`config.mk`:
```
export PLATFORM = sky130hd
export DESIGN_NAME = velocity_pid_type_c
export DESIGN_NICKNAME = d
export VERILOG_FILES = /design/src/rtl/vpid_pkg.sv /design/src/rtl/vpid_addsub.sv /design/src/rtl/velocity_pid_type_c.sv
export VERILOG_INCLUDE_DIRS = /design/src /design/src/rtl
export SDC_FILE = /design/constraint.sdc
export NUM_CORES = 2
export LEC_CHECK = 0
export ABC_AREA = 1
export BUFFER_PORTS_ARGS = -buffer_cell sky130_fd_sc_hd__buf_2
export CORE_UTILIZATION = 40
export DETAILED_ROUTE_END_ITERATION = 10
export SLEW_MARGIN = 10
export SYNTH_ARGS = -nofsm -noshare
export SYNTH_HDL_FRONTEND = slang
export SYNTH_SLANG_ARGS = --single-unit
```
`constraint.sdc`:
```
create_clock -name clk_i -period 18.29 [get_ports clk_i]
set_input_delay 0 -clock clk_i [delete_from_list [all_inputs] [get_ports clk_i]]
set_output_delay 0 -clock clk_i [all_outputs]
set_load 0.05 [all_outputs]
```
`src/rtl/velocity_pid_type_c_assert.svh`:
```
// Assertion macros for the velocity PID controller.
// Used by the top level; relies on clk_i and rst_ni in the including module.
`ifndef VELOCITY_PID_TYPE_C_ASSERT_SVH
`define VELOCITY_PID_TYPE_C_ASSERT_SVH

// Consequent must hold in the same cycle as the antecedent.
`define VPID_ASSERT_IMP(lbl, ante, cons, msg) \
  lbl: assert property (@(posedge clk_i) disable iff (!rst_ni) (ante) |-> (cons)) \
    else $error(msg);

// Consequent must hold in the cycle after the antecedent.
`define VPID_ASSERT_NXT(lbl, ante, cons, msg) \
  lbl: assert property (@(posedge clk_i) disable iff (!rst_ni) (ante) |=> (cons)) \
    else $error(msg);

`endif

```
`src/rtl/vpid_pkg.sv`:
```
// Package for the velocity PID controller: widths, register indexes and states.
// Depends on nothing; used by every module of the block.
`timescale 1ns / 1ps

package vpid_pkg;

  localparam int FRAC_BITS  = 16;

  localparam int T_W        = 16;
  localparam int KC_W       = 15;
  localparam int TI_W       = 16;
  localparam int TD_W       = 16;
  localparam int TS_W       = 8;
  localparam int LIM_W      = 15;
  localparam int CFG_IDX_W  = 3;
  localparam int CFG_DATA_W = 16;

  localparam int IG_W  = KC_W + TS_W + FRAC_BITS;
  localparam int DG_W  = KC_W + TD_W + FRAC_BITS;
  localparam int DV_W  = TI_W;
  localparam int DF_W  = T_W + 2;
  localparam int MAG_W = T_W + 1;
  localparam int SW    = DG_W + MAG_W + 3;
  localparam int CNT_W = $clog2(DG_W);

  localparam logic [LIM_W-1:0] LIM_RESET = LIM_W'(100);

  localparam logic [CFG_IDX_W-1:0] CFG_PROP_GAIN       = CFG_IDX_W'(0);
  localparam logic [CFG_IDX_W-1:0] CFG_INTEGRAL_TIME   = CFG_IDX_W'(1);
  localparam logic [CFG_IDX_W-1:0] CFG_DERIVATIVE_TIME = CFG_IDX_W'(2);
  localparam logic [CFG_IDX_W-1:0] CFG_SAMPLE_PERIOD   = CFG_IDX_W'(3);
  localparam logic [CFG_IDX_W-1:0] CFG_DRIVE_LIMIT     = CFG_IDX_W'(4);

  localparam logic FUNC_INIT = 1'b0;
  localparam logic FUNC_STEP = 1'b1;

  typedef enum logic [2:0] {
    ST_IDLE,
    ST_LOAD,
    ST_DIV,
    ST_MUL,
    ST_NEG,
    ST_FIN
  } state_e;

  typedef struct packed {
    logic sub;
  } addsub_ctl_t;

endpackage

```
`src/rtl/vpid_addsub.sv`:
```
// Shared adder and subtractor of the velocity PID controller.
// Serves the gain divider, the term multiplier and the final negation; uses vpid_pkg.
`timescale 1ns / 1ps

module vpid_addsub import vpid_pkg::*; (
  input  logic [SW-1:0] a_i,
  input  logic [SW-1:0] b_i,
  input  addsub_ctl_t   ctl_i,
  output logic [SW-1:0] y_o
);

  logic [SW-1:0] b_sel;

  assign b_sel = ctl_i.sub ? ~b_i : b_i;
  assign y_o   = a_i + b_sel + SW'(ctl_i.sub);

endmodule

```
`src/rtl/velocity_pid_type_c.sv`:
```
// Top level of the velocity-form PID controller: sequencer, datapath and state.
// Uses vpid_pkg, vpid_addsub and the assertion macros in velocity_pid_type_c_assert.svh.
//
//   channel  direction  handshake                 beat contents
//   in       input      in_valid_i / in_stall_o   func, temperature, setpoint, enable
//   out      output     out_valid_o / out_stall_i drive
//   cfg      input      cfg_we_i                  cfg_index_i, cfg_data_i
//
// An init beat runs two restoring divisions of DG_W steps each through the shared adder.
// A step beat runs three shift-and-add products of MAG_W steps each; a step with
// enable clear skips them and goes straight to ST_FIN.
// Reset clears the control state and settings (drive limit 100), not the datapath.
// A result held by out_stall_i keeps the next beat in ST_FIN until it is taken.
`timescale 1ns / 1ps
`include "velocity_pid_type_c_assert.svh"

module velocity_pid_type_c import vpid_pkg::*; (
  input  logic                  clk_i,
  input  logic                  rst_ni,
  input  logic                  in_valid_i,
  output logic                  in_stall_o,
  input  logic                  func_i,
  input  logic signed [T_W-1:0] temperature_i,
  input  logic signed [T_W-1:0] setpoint_i,
  input  logic                  enable_i,
  output logic                  out_valid_o,
  input  logic                  out_stall_i,
  output logic [LIM_W-1:0]      drive_o,
  input  logic                  cfg_we_i,
  input  logic [CFG_IDX_W-1:0]  cfg_index_i,
  input  logic [CFG_DATA_W-1:0] cfg_data_i
);

  state_e state_q, state_d;
  logic [1:0]       term_q, term_d;
  logic [CNT_W-1:0] cnt_q, cnt_d;
  logic             out_valid_q, out_valid_d;

  logic                  func_q, func_d;
  logic                  en_q, en_d;
  logic signed [T_W-1:0] y_q, y_d;
  logic signed [T_W-1:0] w_q, w_d;
  logic [SW-1:0]         acc_q, acc_d;
  logic [SW-1:0]         mcand_q, mcand_d;
  logic [MAG_W-1:0]      mag_q, mag_d;
  logic                  neg_q, neg_d;
  logic [DG_W-1:0]       dvd_q, dvd_d;
  logic [DV_W-1:0]       rem_q, rem_d;
  logic                  sign_q, sign_d;
  logic [LIM_W-1:0]      out_drive_q, out_drive_d;

  logic [KC_W-1:0]  prop_gain_q;
  logic [TI_W-1:0]  integral_time_q;
  logic [TD_W-1:0]  derivative_time_q;
  logic [TS_W-1:0]  sample_period_q;
  logic [LIM_W-1:0] drive_limit_q;

  logic signed [T_W-1:0] prev_temp_q, prev_temp_d;
  logic signed [T_W-1:0] prev2_temp_q, prev2_temp_d;
  logic [LIM_W-1:0]      held_q, held_d;
  logic [IG_W-1:0]       int_gain_q, int_gain_d;
  logic [DG_W-1:0]       deriv_gain_q, deriv_gain_d;

  logic [SW-1:0] add_a, add_b, add_y;
  addsub_ctl_t   add_ctl;

  logic signed [DF_W-1:0] dif, neg_dif;
  logic [MAG_W-1:0]       ld_mag;
  logic [SW-1:0]          ld_gain;
  logic [DG_W-1:0]        ld_dvd;
  logic [DV_W-1:0]        divisor;
  logic [KC_W+TS_W-1:0]   prod_it;
  logic [KC_W+TD_W-1:0]   prod_dt;

  logic [DV_W:0]          trial;
  logic                   qbit;
  logic [SW-FRAC_BITS-1:0] quot;
  logic [T_W-1:0]         cap, inc_mag;
  logic signed [DF_W-1:0] inc, upd, lim_s;
  logic [LIM_W-1:0]       clamped;
  logic                   accept, out_busy;

  function automatic logic signed [DF_W-1:0] sx(input logic signed [T_W-1:0] v);
    return {{(DF_W-T_W){v[T_W-1]}}, v};
  endfunction

  vpid_addsub u_addsub (
    .a_i   (add_a),
    .b_i   (add_b),
    .ctl_i (add_ctl),
    .y_o   (add_y)
  );

  assign accept      = in_valid_i && !in_stall_o;
  assign in_stall_o  = (state_q != ST_IDLE);
  assign out_busy    = out_valid_q && out_stall_i;
  assign out_valid_o = out_valid_q;
  assign drive_o     = out_drive_q;

  // Operand selection for the current term or division.
  always_comb begin
    prod_it = prop_gain_q * sample_period_q;
    prod_dt = prop_gain_q * derivative_time_q;
    case (term_q)
      2'd0: begin
        dif     = sx(prev_temp_q) - sx(y_q);
        ld_gain = SW'({prop_gain_q, {FRAC_BITS{1'b0}}});
        ld_dvd  = DG_W'({prod_it, {FRAC_BITS{1'b0}}});
        divisor = integral_time_q;
      end
      2'd1: begin
        dif     = sx(w_q) - sx(y_q);
        ld_gain = SW'(int_gain_q);
        ld_dvd  = DG_W'({prod_dt, {FRAC_BITS{1'b0}}});
        divisor = DV_W'(sample_period_q);
      end
      default: begin
        dif     = (sx(prev_temp_q) <<< 1) - sx(y_q) - sx(prev2_temp_q);
        ld_gain = SW'(deriv_gain_q);
        ld_dvd  = DG_W'({prod_dt, {FRAC_BITS{1'b0}}});
        divisor = DV_W'(sample_period_q);
      end
    endcase
    neg_dif = -dif;
    ld_mag  = dif[DF_W-1] ? neg_dif[MAG_W-1:0] : dif[MAG_W-1:0];
  end

  // Truncation, saturation and clamping of the new drive.
  always_comb begin
    quot    = acc_q[SW-1:FRAC_BITS];
    cap     = sign_q ? {1'b1, {(T_W-1){1'b0}}} : {1'b0, {(T_W-1){1'b1}}};
    inc_mag = (quot > (SW-FRAC_BITS)'(cap)) ? cap : quot[T_W-1:0];
    inc     = sign_q ? -$signed({2'b00, inc_mag}) : $signed({2'b00, inc_mag});
    upd     = $signed({{(DF_W-LIM_W){1'b0}}, held_q}) + inc;
    lim_s   = $signed({{(DF_W-LIM_W){1'b0}}, drive_limit_q});
    if (upd[DF_W-1]) begin
      clamped = '0;
    end else if (upd > lim_s) begin
      clamped = drive_limit_q;
    end else begin
      clamped = upd[LIM_W-1:0];
    end
  end

  always_comb begin
    state_d      = state_q;
    term_d       = term_q;
    cnt_d        = cnt_q;
    func_d       = func_q;
    en_d         = en_q;
    y_d          = y_q;
    w_d          = w_q;
    acc_d        = acc_q;
    mcand_d      = mcand_q;
    mag_d        = mag_q;
    neg_d        = neg_q;
    dvd_d        = dvd_q;
    rem_d        = rem_q;
    sign_d       = sign_q;
    out_drive_d  = out_drive_q;
    prev_temp_d  = prev_temp_q;
    prev2_temp_d = prev2_temp_q;
    held_d       = held_q;
    int_gain_d   = int_gain_q;
    deriv_gain_d = deriv_gain_q;
    out_valid_d  = out_busy;
    trial        = {rem_q, dvd_q[DG_W-1]};
    qbit         = 1'b0;
    add_a        = acc_q;
    add_b        = mcand_q;
    add_ctl.sub  = neg_q;

    case (state_q)
      ST_IDLE: begin
        if (accept) begin
          func_d = func_i;
          en_d   = enable_i;
          y_d    = temperature_i;
          w_d    = setpoint_i;
          term_d = 2'd0;
          acc_d  = '0;
          if (func_i == FUNC_STEP && !enable_i) begin
            state_d = ST_FIN;
          end else begin
            state_d = ST_LOAD;
          end
        end
      end
      ST_LOAD: begin
        if (func_q == FUNC_INIT) begin
          dvd_d   = ld_dvd;
          rem_d   = '0;
          cnt_d   = CNT_W'(DG_W - 1);
          state_d = ST_DIV;
        end else begin
          mcand_d = ld_gain;
          mag_d   = ld_mag;
          neg_d   = dif[DF_W-1];
          cnt_d   = CNT_W'(MAG_W - 1);
          state_d = ST_MUL;
        end
      end
      ST_DIV: begin
        add_a       = SW'(trial);
        add_b       = SW'(divisor);
        add_ctl.sub = 1'b1;
        qbit        = !add_y[SW-1];
        rem_d       = qbit ? add_y[DV_W-1:0] : trial[DV_W-1:0];
        dvd_d       = {dvd_q[DG_W-2:0], qbit};
        cnt_d       = cnt_q - CNT_W'(1);
        if (cnt_q == '0) begin
          if (term_q == 2'd0) begin
            int_gain_d = (integral_time_q == '0) ? '0 : dvd_d[IG_W-1:0];
            term_d     = 2'd1;
            state_d    = ST_LOAD;
          end else begin
            deriv_gain_d = (sample_period_q == '0) ? '0 : dvd_d;
            state_d      = ST_FIN;
          end
        end
      end
      ST_MUL: begin
        if (mag_q[0]) begin
          acc_d = add_y;
        end
        mcand_d = mcand_q << 1;
        mag_d   = mag_q >> 1;
        cnt_d   = cnt_q - CNT_W'(1);
        if (cnt_q == '0) begin
          if (term_q == 2'd2) begin
            state_d = ST_NEG;
          end else begin
            term_d  = term_q + 2'd1;
            state_d = ST_LOAD;
          end
        end
      end
      ST_NEG: begin
        add_a       = '0;
        add_b       = acc_q;
        add_ctl.sub = 1'b1;
        sign_d      = acc_q[SW-1];
        if (acc_q[SW-1]) begin
          acc_d = add_y;
        end
        state_d = ST_FIN;
      end
      ST_FIN: begin
        if (!out_busy) begin
          out_valid_d = 1'b1;
          state_d     = ST_IDLE;
          if (func_q == FUNC_INIT) begin
            prev_temp_d  = y_q;
            prev2_temp_d = y_q;
            out_drive_d  = held_q;
          end else begin
            prev2_temp_d = prev_temp_q;
            prev_temp_d  = y_q;
            held_d       = en_q ? clamped : '0;
            out_drive_d  = en_q ? clamped : '0;
          end
        end
      end
      default: begin
        state_d = ST_IDLE;
      end
    endcase
  end

  always_ff @(posedge clk_i or negedge rst_ni) begin
    if (!rst_ni) begin
      state_q <= ST_IDLE;
    end else begin
      state_q <= state_d;
    end
  end

  always_ff @(posedge clk_i or negedge rst_ni) begin
    if (!rst_ni) begin
      term_q       <= '0;
      cnt_q        <= '0;
      out_valid_q  <= 1'b0;
      prev_temp_q  <= '0;
      prev2_temp_q <= '0;
      held_q       <= '0;
      int_gain_q   <= '0;
      deriv_gain_q <= '0;
    end else begin
      term_q       <= term_d;
      cnt_q        <= cnt_d;
      out_valid_q  <= out_valid_d;
      prev_temp_q  <= prev_temp_d;
      prev2_temp_q <= prev2_temp_d;
      held_q       <= held_d;
      int_gain_q   <= int_gain_d;
      deriv_gain_q <= deriv_gain_d;
    end
  end

  always_ff @(posedge clk_i or negedge rst_ni) begin
    if (!rst_ni) begin
      prop_gain_q       <= '0;
      integral_time_q   <= '0;
      derivative_time_q <= '0;
      sample_period_q   <= '0;
      drive_limit_q     <= LIM_RESET;
    end else if (cfg_we_i) begin
      case (cfg_index_i)
        CFG_PROP_GAIN:       prop_gain_q       <= cfg_data_i[KC_W-1:0];
        CFG_INTEGRAL_TIME:   integral_time_q   <= cfg_data_i[TI_W-1:0];
        CFG_DERIVATIVE_TIME: derivative_time_q <= cfg_data_i[TD_W-1:0];
        CFG_SAMPLE_PERIOD:   sample_period_q   <= cfg_data_i[TS_W-1:0];
        CFG_DRIVE_LIMIT:     drive_limit_q     <= cfg_data_i[LIM_W-1:0];
        default: begin
        end
      endcase
    end
  end

  always_ff @(posedge clk_i) begin
    func_q      <= func_d;
    en_q        <= en_d;
    y_q         <= y_d;
    w_q         <= w_d;
    acc_q       <= acc_d;
    mcand_q     <= mcand_d;
    mag_q       <= mag_d;
    neg_q       <= neg_d;
    dvd_q       <= dvd_d;
    rem_q       <= rem_d;
    sign_q      <= sign_d;
    out_drive_q <= out_drive_d;
  end

  `VPID_ASSERT_NXT(a_busy_after_accept, accept, in_stall_o, "Input not stalled after a beat")
  `VPID_ASSERT_IMP(a_div_on_init, state_q == ST_DIV, func_q == FUNC_INIT, "Division outside init")
  `VPID_ASSERT_IMP(a_mul_on_step, state_q == ST_MUL, func_q == FUNC_STEP && en_q, "Bad product")
  `VPID_ASSERT_IMP(a_result_from_fin, $rose(out_valid_o), $past(state_q == ST_FIN), "Stray result")

endmodule

```
==> impl_metrics.json <==
{
  "tightest_slew_ns": 1.08,
  "syn-cell-area_um2": 42300,
  "r2r-start": "sign_q$_DFFE_PN_",
  "setup_viol": 0,
  "dp_hpwl_um": 90600,
  "start_util": 0.406,
  "synthToLayoutAreaGrowth_pct": 9.70,
  "cap_violations": 0,
  "async_flop_share": 0.448,
  "cp-start-kind": "flip-flop",
  "io_buffers": 74,
  "slew_headroom": 0.279,
  "grt_overflow": 0,
  "dp_slack_ns": 10.61,
  "wirelength_um": 123000,
  "critical_path.max_fanout": 26,
  "dieArea_um2": 107000,
  "stdcell_count": 6744,
  "die-height_um": 327,
  "setup.worst_path.end_class": "flip-flop",
  "firstDrtPassIters": 6,
  "ys_top_cells_by_count": "1076 x nand2_1, 983 x inv_1, 444 x o21ai_0",
  "synth_most_common_cell": "nand2_1",
  "syn_nets": 5954,
  "hold_viol_final": 0,
  "outcome": "finished clean",
  "yosys.area.top_type": "edfxtp_1",
  "die_x_um": 327,
  "synth_area_leaders": "edfxtp_1 19%, fa_1 13%, dfrtp_1 13%",
  "drtIter0Drc": 2679,
  "slowest_delay_ns": 0.97,
  "vias": 35300,
  "core-area_um2": 104000,
  "finalWorstSetupSlack_ns": 10.56,
  "skew_ns": 0.0439,
  "ys_types": 67,
  "worstHoldPathType": "in -> reg",
  "io_pins": 75,
  "rsz0062_at_grt": "no",
  "antenna_found_initial": 7,
  "clk_pin_slew_ns": 0.07,
  "cts_sinks": 480,
  "clk_latency_ns": 0.64,
  "ys.flop_type": "edfxtp_1",
  "yosysSeqAreaShare": 0.316,
  "grt_max_degree": 80,
  "cp-endpoint": "drive_o[14]$_DFFE_PP_",
  "worstPathRequired_ns": 18.67,
  "syn_avg_cell_area_um2": 7.96,
  "ff2ff_path_depth": 33,
  "min_period_ns": 7.73,
  "grt_use_total": 0.231,
  "nets": 5964,
  "gp_congestion": 0.939,
  "ctsHoldBuffers": 55,
  "cts_tree": "yes",
  "cts_setup_buffers": 0,
  "grt_pass1_vias": 34900,
  "postCtsResizedCells": 0,
  "cpMostUsedCell": "nand2_1",
  "worstSetupStartpoint": "sign_q$_DFFE_PN_",
  "cts-root-buf": "clkbuf_16",
  "placed_cells": 6586,
  "htreeDepth": 2,
  "clock_path_buffers": 3,
  "num-fill-cells": 10500,
  "ant_nets": 0,
  "yosys_warnings": 0,
  "period_share": 0.422,
  "synth_cells": 5307,
  "reg2reg_to": "drive_o[14]$_DFFE_PP_",
  "r2r_slack_ns": 10.56,
  "critPathKind": "reg -> reg",
  "slew_viol_final": 0,
  "wire_per_inst_um": 18.3,
  "drive_gt1_frac": 0.0632,
  "tns_ns": 0,
  "synth_edf_count": 265,
  "grt_pass1_wl_um": 196000,
  "crit_slowest_cell": "edfxtp_1",
  "drc": 0,
  "synth-seq-cells": 480,
  "synth.top_cell.area_share": 0.188,
  "drt-vias-per-instance": 5.24,
  "rows": 118,
  "cts_buffers": 54,
  "holdWs_ns": 0.0660,
  "fmax_ghz": 0.129,
  "arrival_ns": 8.11
}
## through the flow
step,utilization,cell area [µm²]
2_1_floorplan,-,42300
3_3_place_gp,0.422,44000
3_5_place_dp,0.422,44000
4_1_cts,0.445,46300
5_1_grt,0.445,46400
6_report,0.445,46400
## cells in the final DEF, fill, tap and decap left out, drive strengths merged, types with 4 or more instances in the layout
master          n
nand2        1111
inv           994
o21ai         460
nor2          384
a21oi         336
ha            311
fa            278
edfxtp        265
dfrtp         212
nand3         145
o22ai         136
buf           133
xor2          107
clkbuf         72
dlygate4sd3    54
a31oi          53
nor3           36
xnor2          29
o211ai         28
a22oi          25
nand4          23
o21a           23
clkinv         23
o221ai         22
or2            14
nor4           13
a21o           10
a221oi         10
a21boi          6
nand3b          5
o31ai           5
bufinv          5
a211oi          4
clkinvlp        4
## cell type report
| type | instances | area [µm²] | area share |
|---|---|---|---|
| multi-input cells | 3597 | 24300 | 0.525 |
| clock buffers | 72 | 1490 | 0.0321 |
| clock inverters | 29 | 328 | 0.00707 |
| flip-flops and latches | 480 | 13300 | 0.288 |
| well taps | 1380 | 1730 | 0.0372 |
| diodes | 2 | 5.00 | 0.000108 |
| inverters | 997 | 3750 | 0.0808 |
| repair buffers | 187 | 1380 | 0.0299 |
## sequential cells by signal, summed over array words and instances, names as in the netlist, 16 cells and up
signal,count
dvd_q,47
integral_time_q,16
prev_temp_q,16
mag_q,17
int_gain_q,39
mcand_q,67
y_q,16
deriv_gain_q,47
prev2_temp_q,16
derivative_time_q,16
rem_q,16
w_q,16
acc_q,67
## logic make-up (layout without fill, tap and decap cells)
family	after synthesis	after routing	synth area share
DFF	480	480	0.316
muxes	2	2	0.000503
xor gates and xnor gates	136	136	0.0282
AOI/OAI and AO/OA	1135	1135	0.151
and+or+nand+nor	1735	1735	0.170
buffers and inverters	1230	1285	0.111
adders and majority gates	589	589	0.224
other	0	2	0
## metal layers
layer	up-vias	track usage	wire length, µm
met5	-	0.00355	71
met4	4	0.0513	2450
met3	123	0.0317	7510
met2	976	0.379	56700
met1	17000	0.324	56600
li1	17200	-	-
## worst max-delay path, delay by kind of cell, from the launching register on
| kind | cells | cell delay, ns |
|---|---|---|
| and+or+nand+nor | 15 | 2.11 |
| adders and majority gates | 4 | 1.48 |
| buffers and inverters | 5 | 0.91 |
| xor gates and xnor gates | 1 | 0.27 |
| DFF | 1 | 0.97 |
| AOI/OAI and AO/OA | 8 | 1.71 |
## worst min path at each step
stage,cells after the start,from,to,slack [ns]
2_1_floorplan,0,rst_ni,cnt_q[0]$_DFFE_PN0P_,-0.30
3_3_place_gp,1,rst_ni,held_q[13]$_DFFE_PN0P_,0.03
3_5_place_dp,1,rst_ni,held_q[13]$_DFFE_PN0P_,0.03
4_1_cts,2,temperature_i[2],y_q[2]$_DFFE_PP_,0.04
5_1_grt,2,setpoint_i[14],w_q[14]$_DFFE_PP_,0.06
6_report,2,temperature_i[10],y_q[10]$_DFFE_PP_,0.07
Power is left out: the tool's default activity adds up to more than one toggle a clock period on the data nets, which glitch-free logic cannot reach.
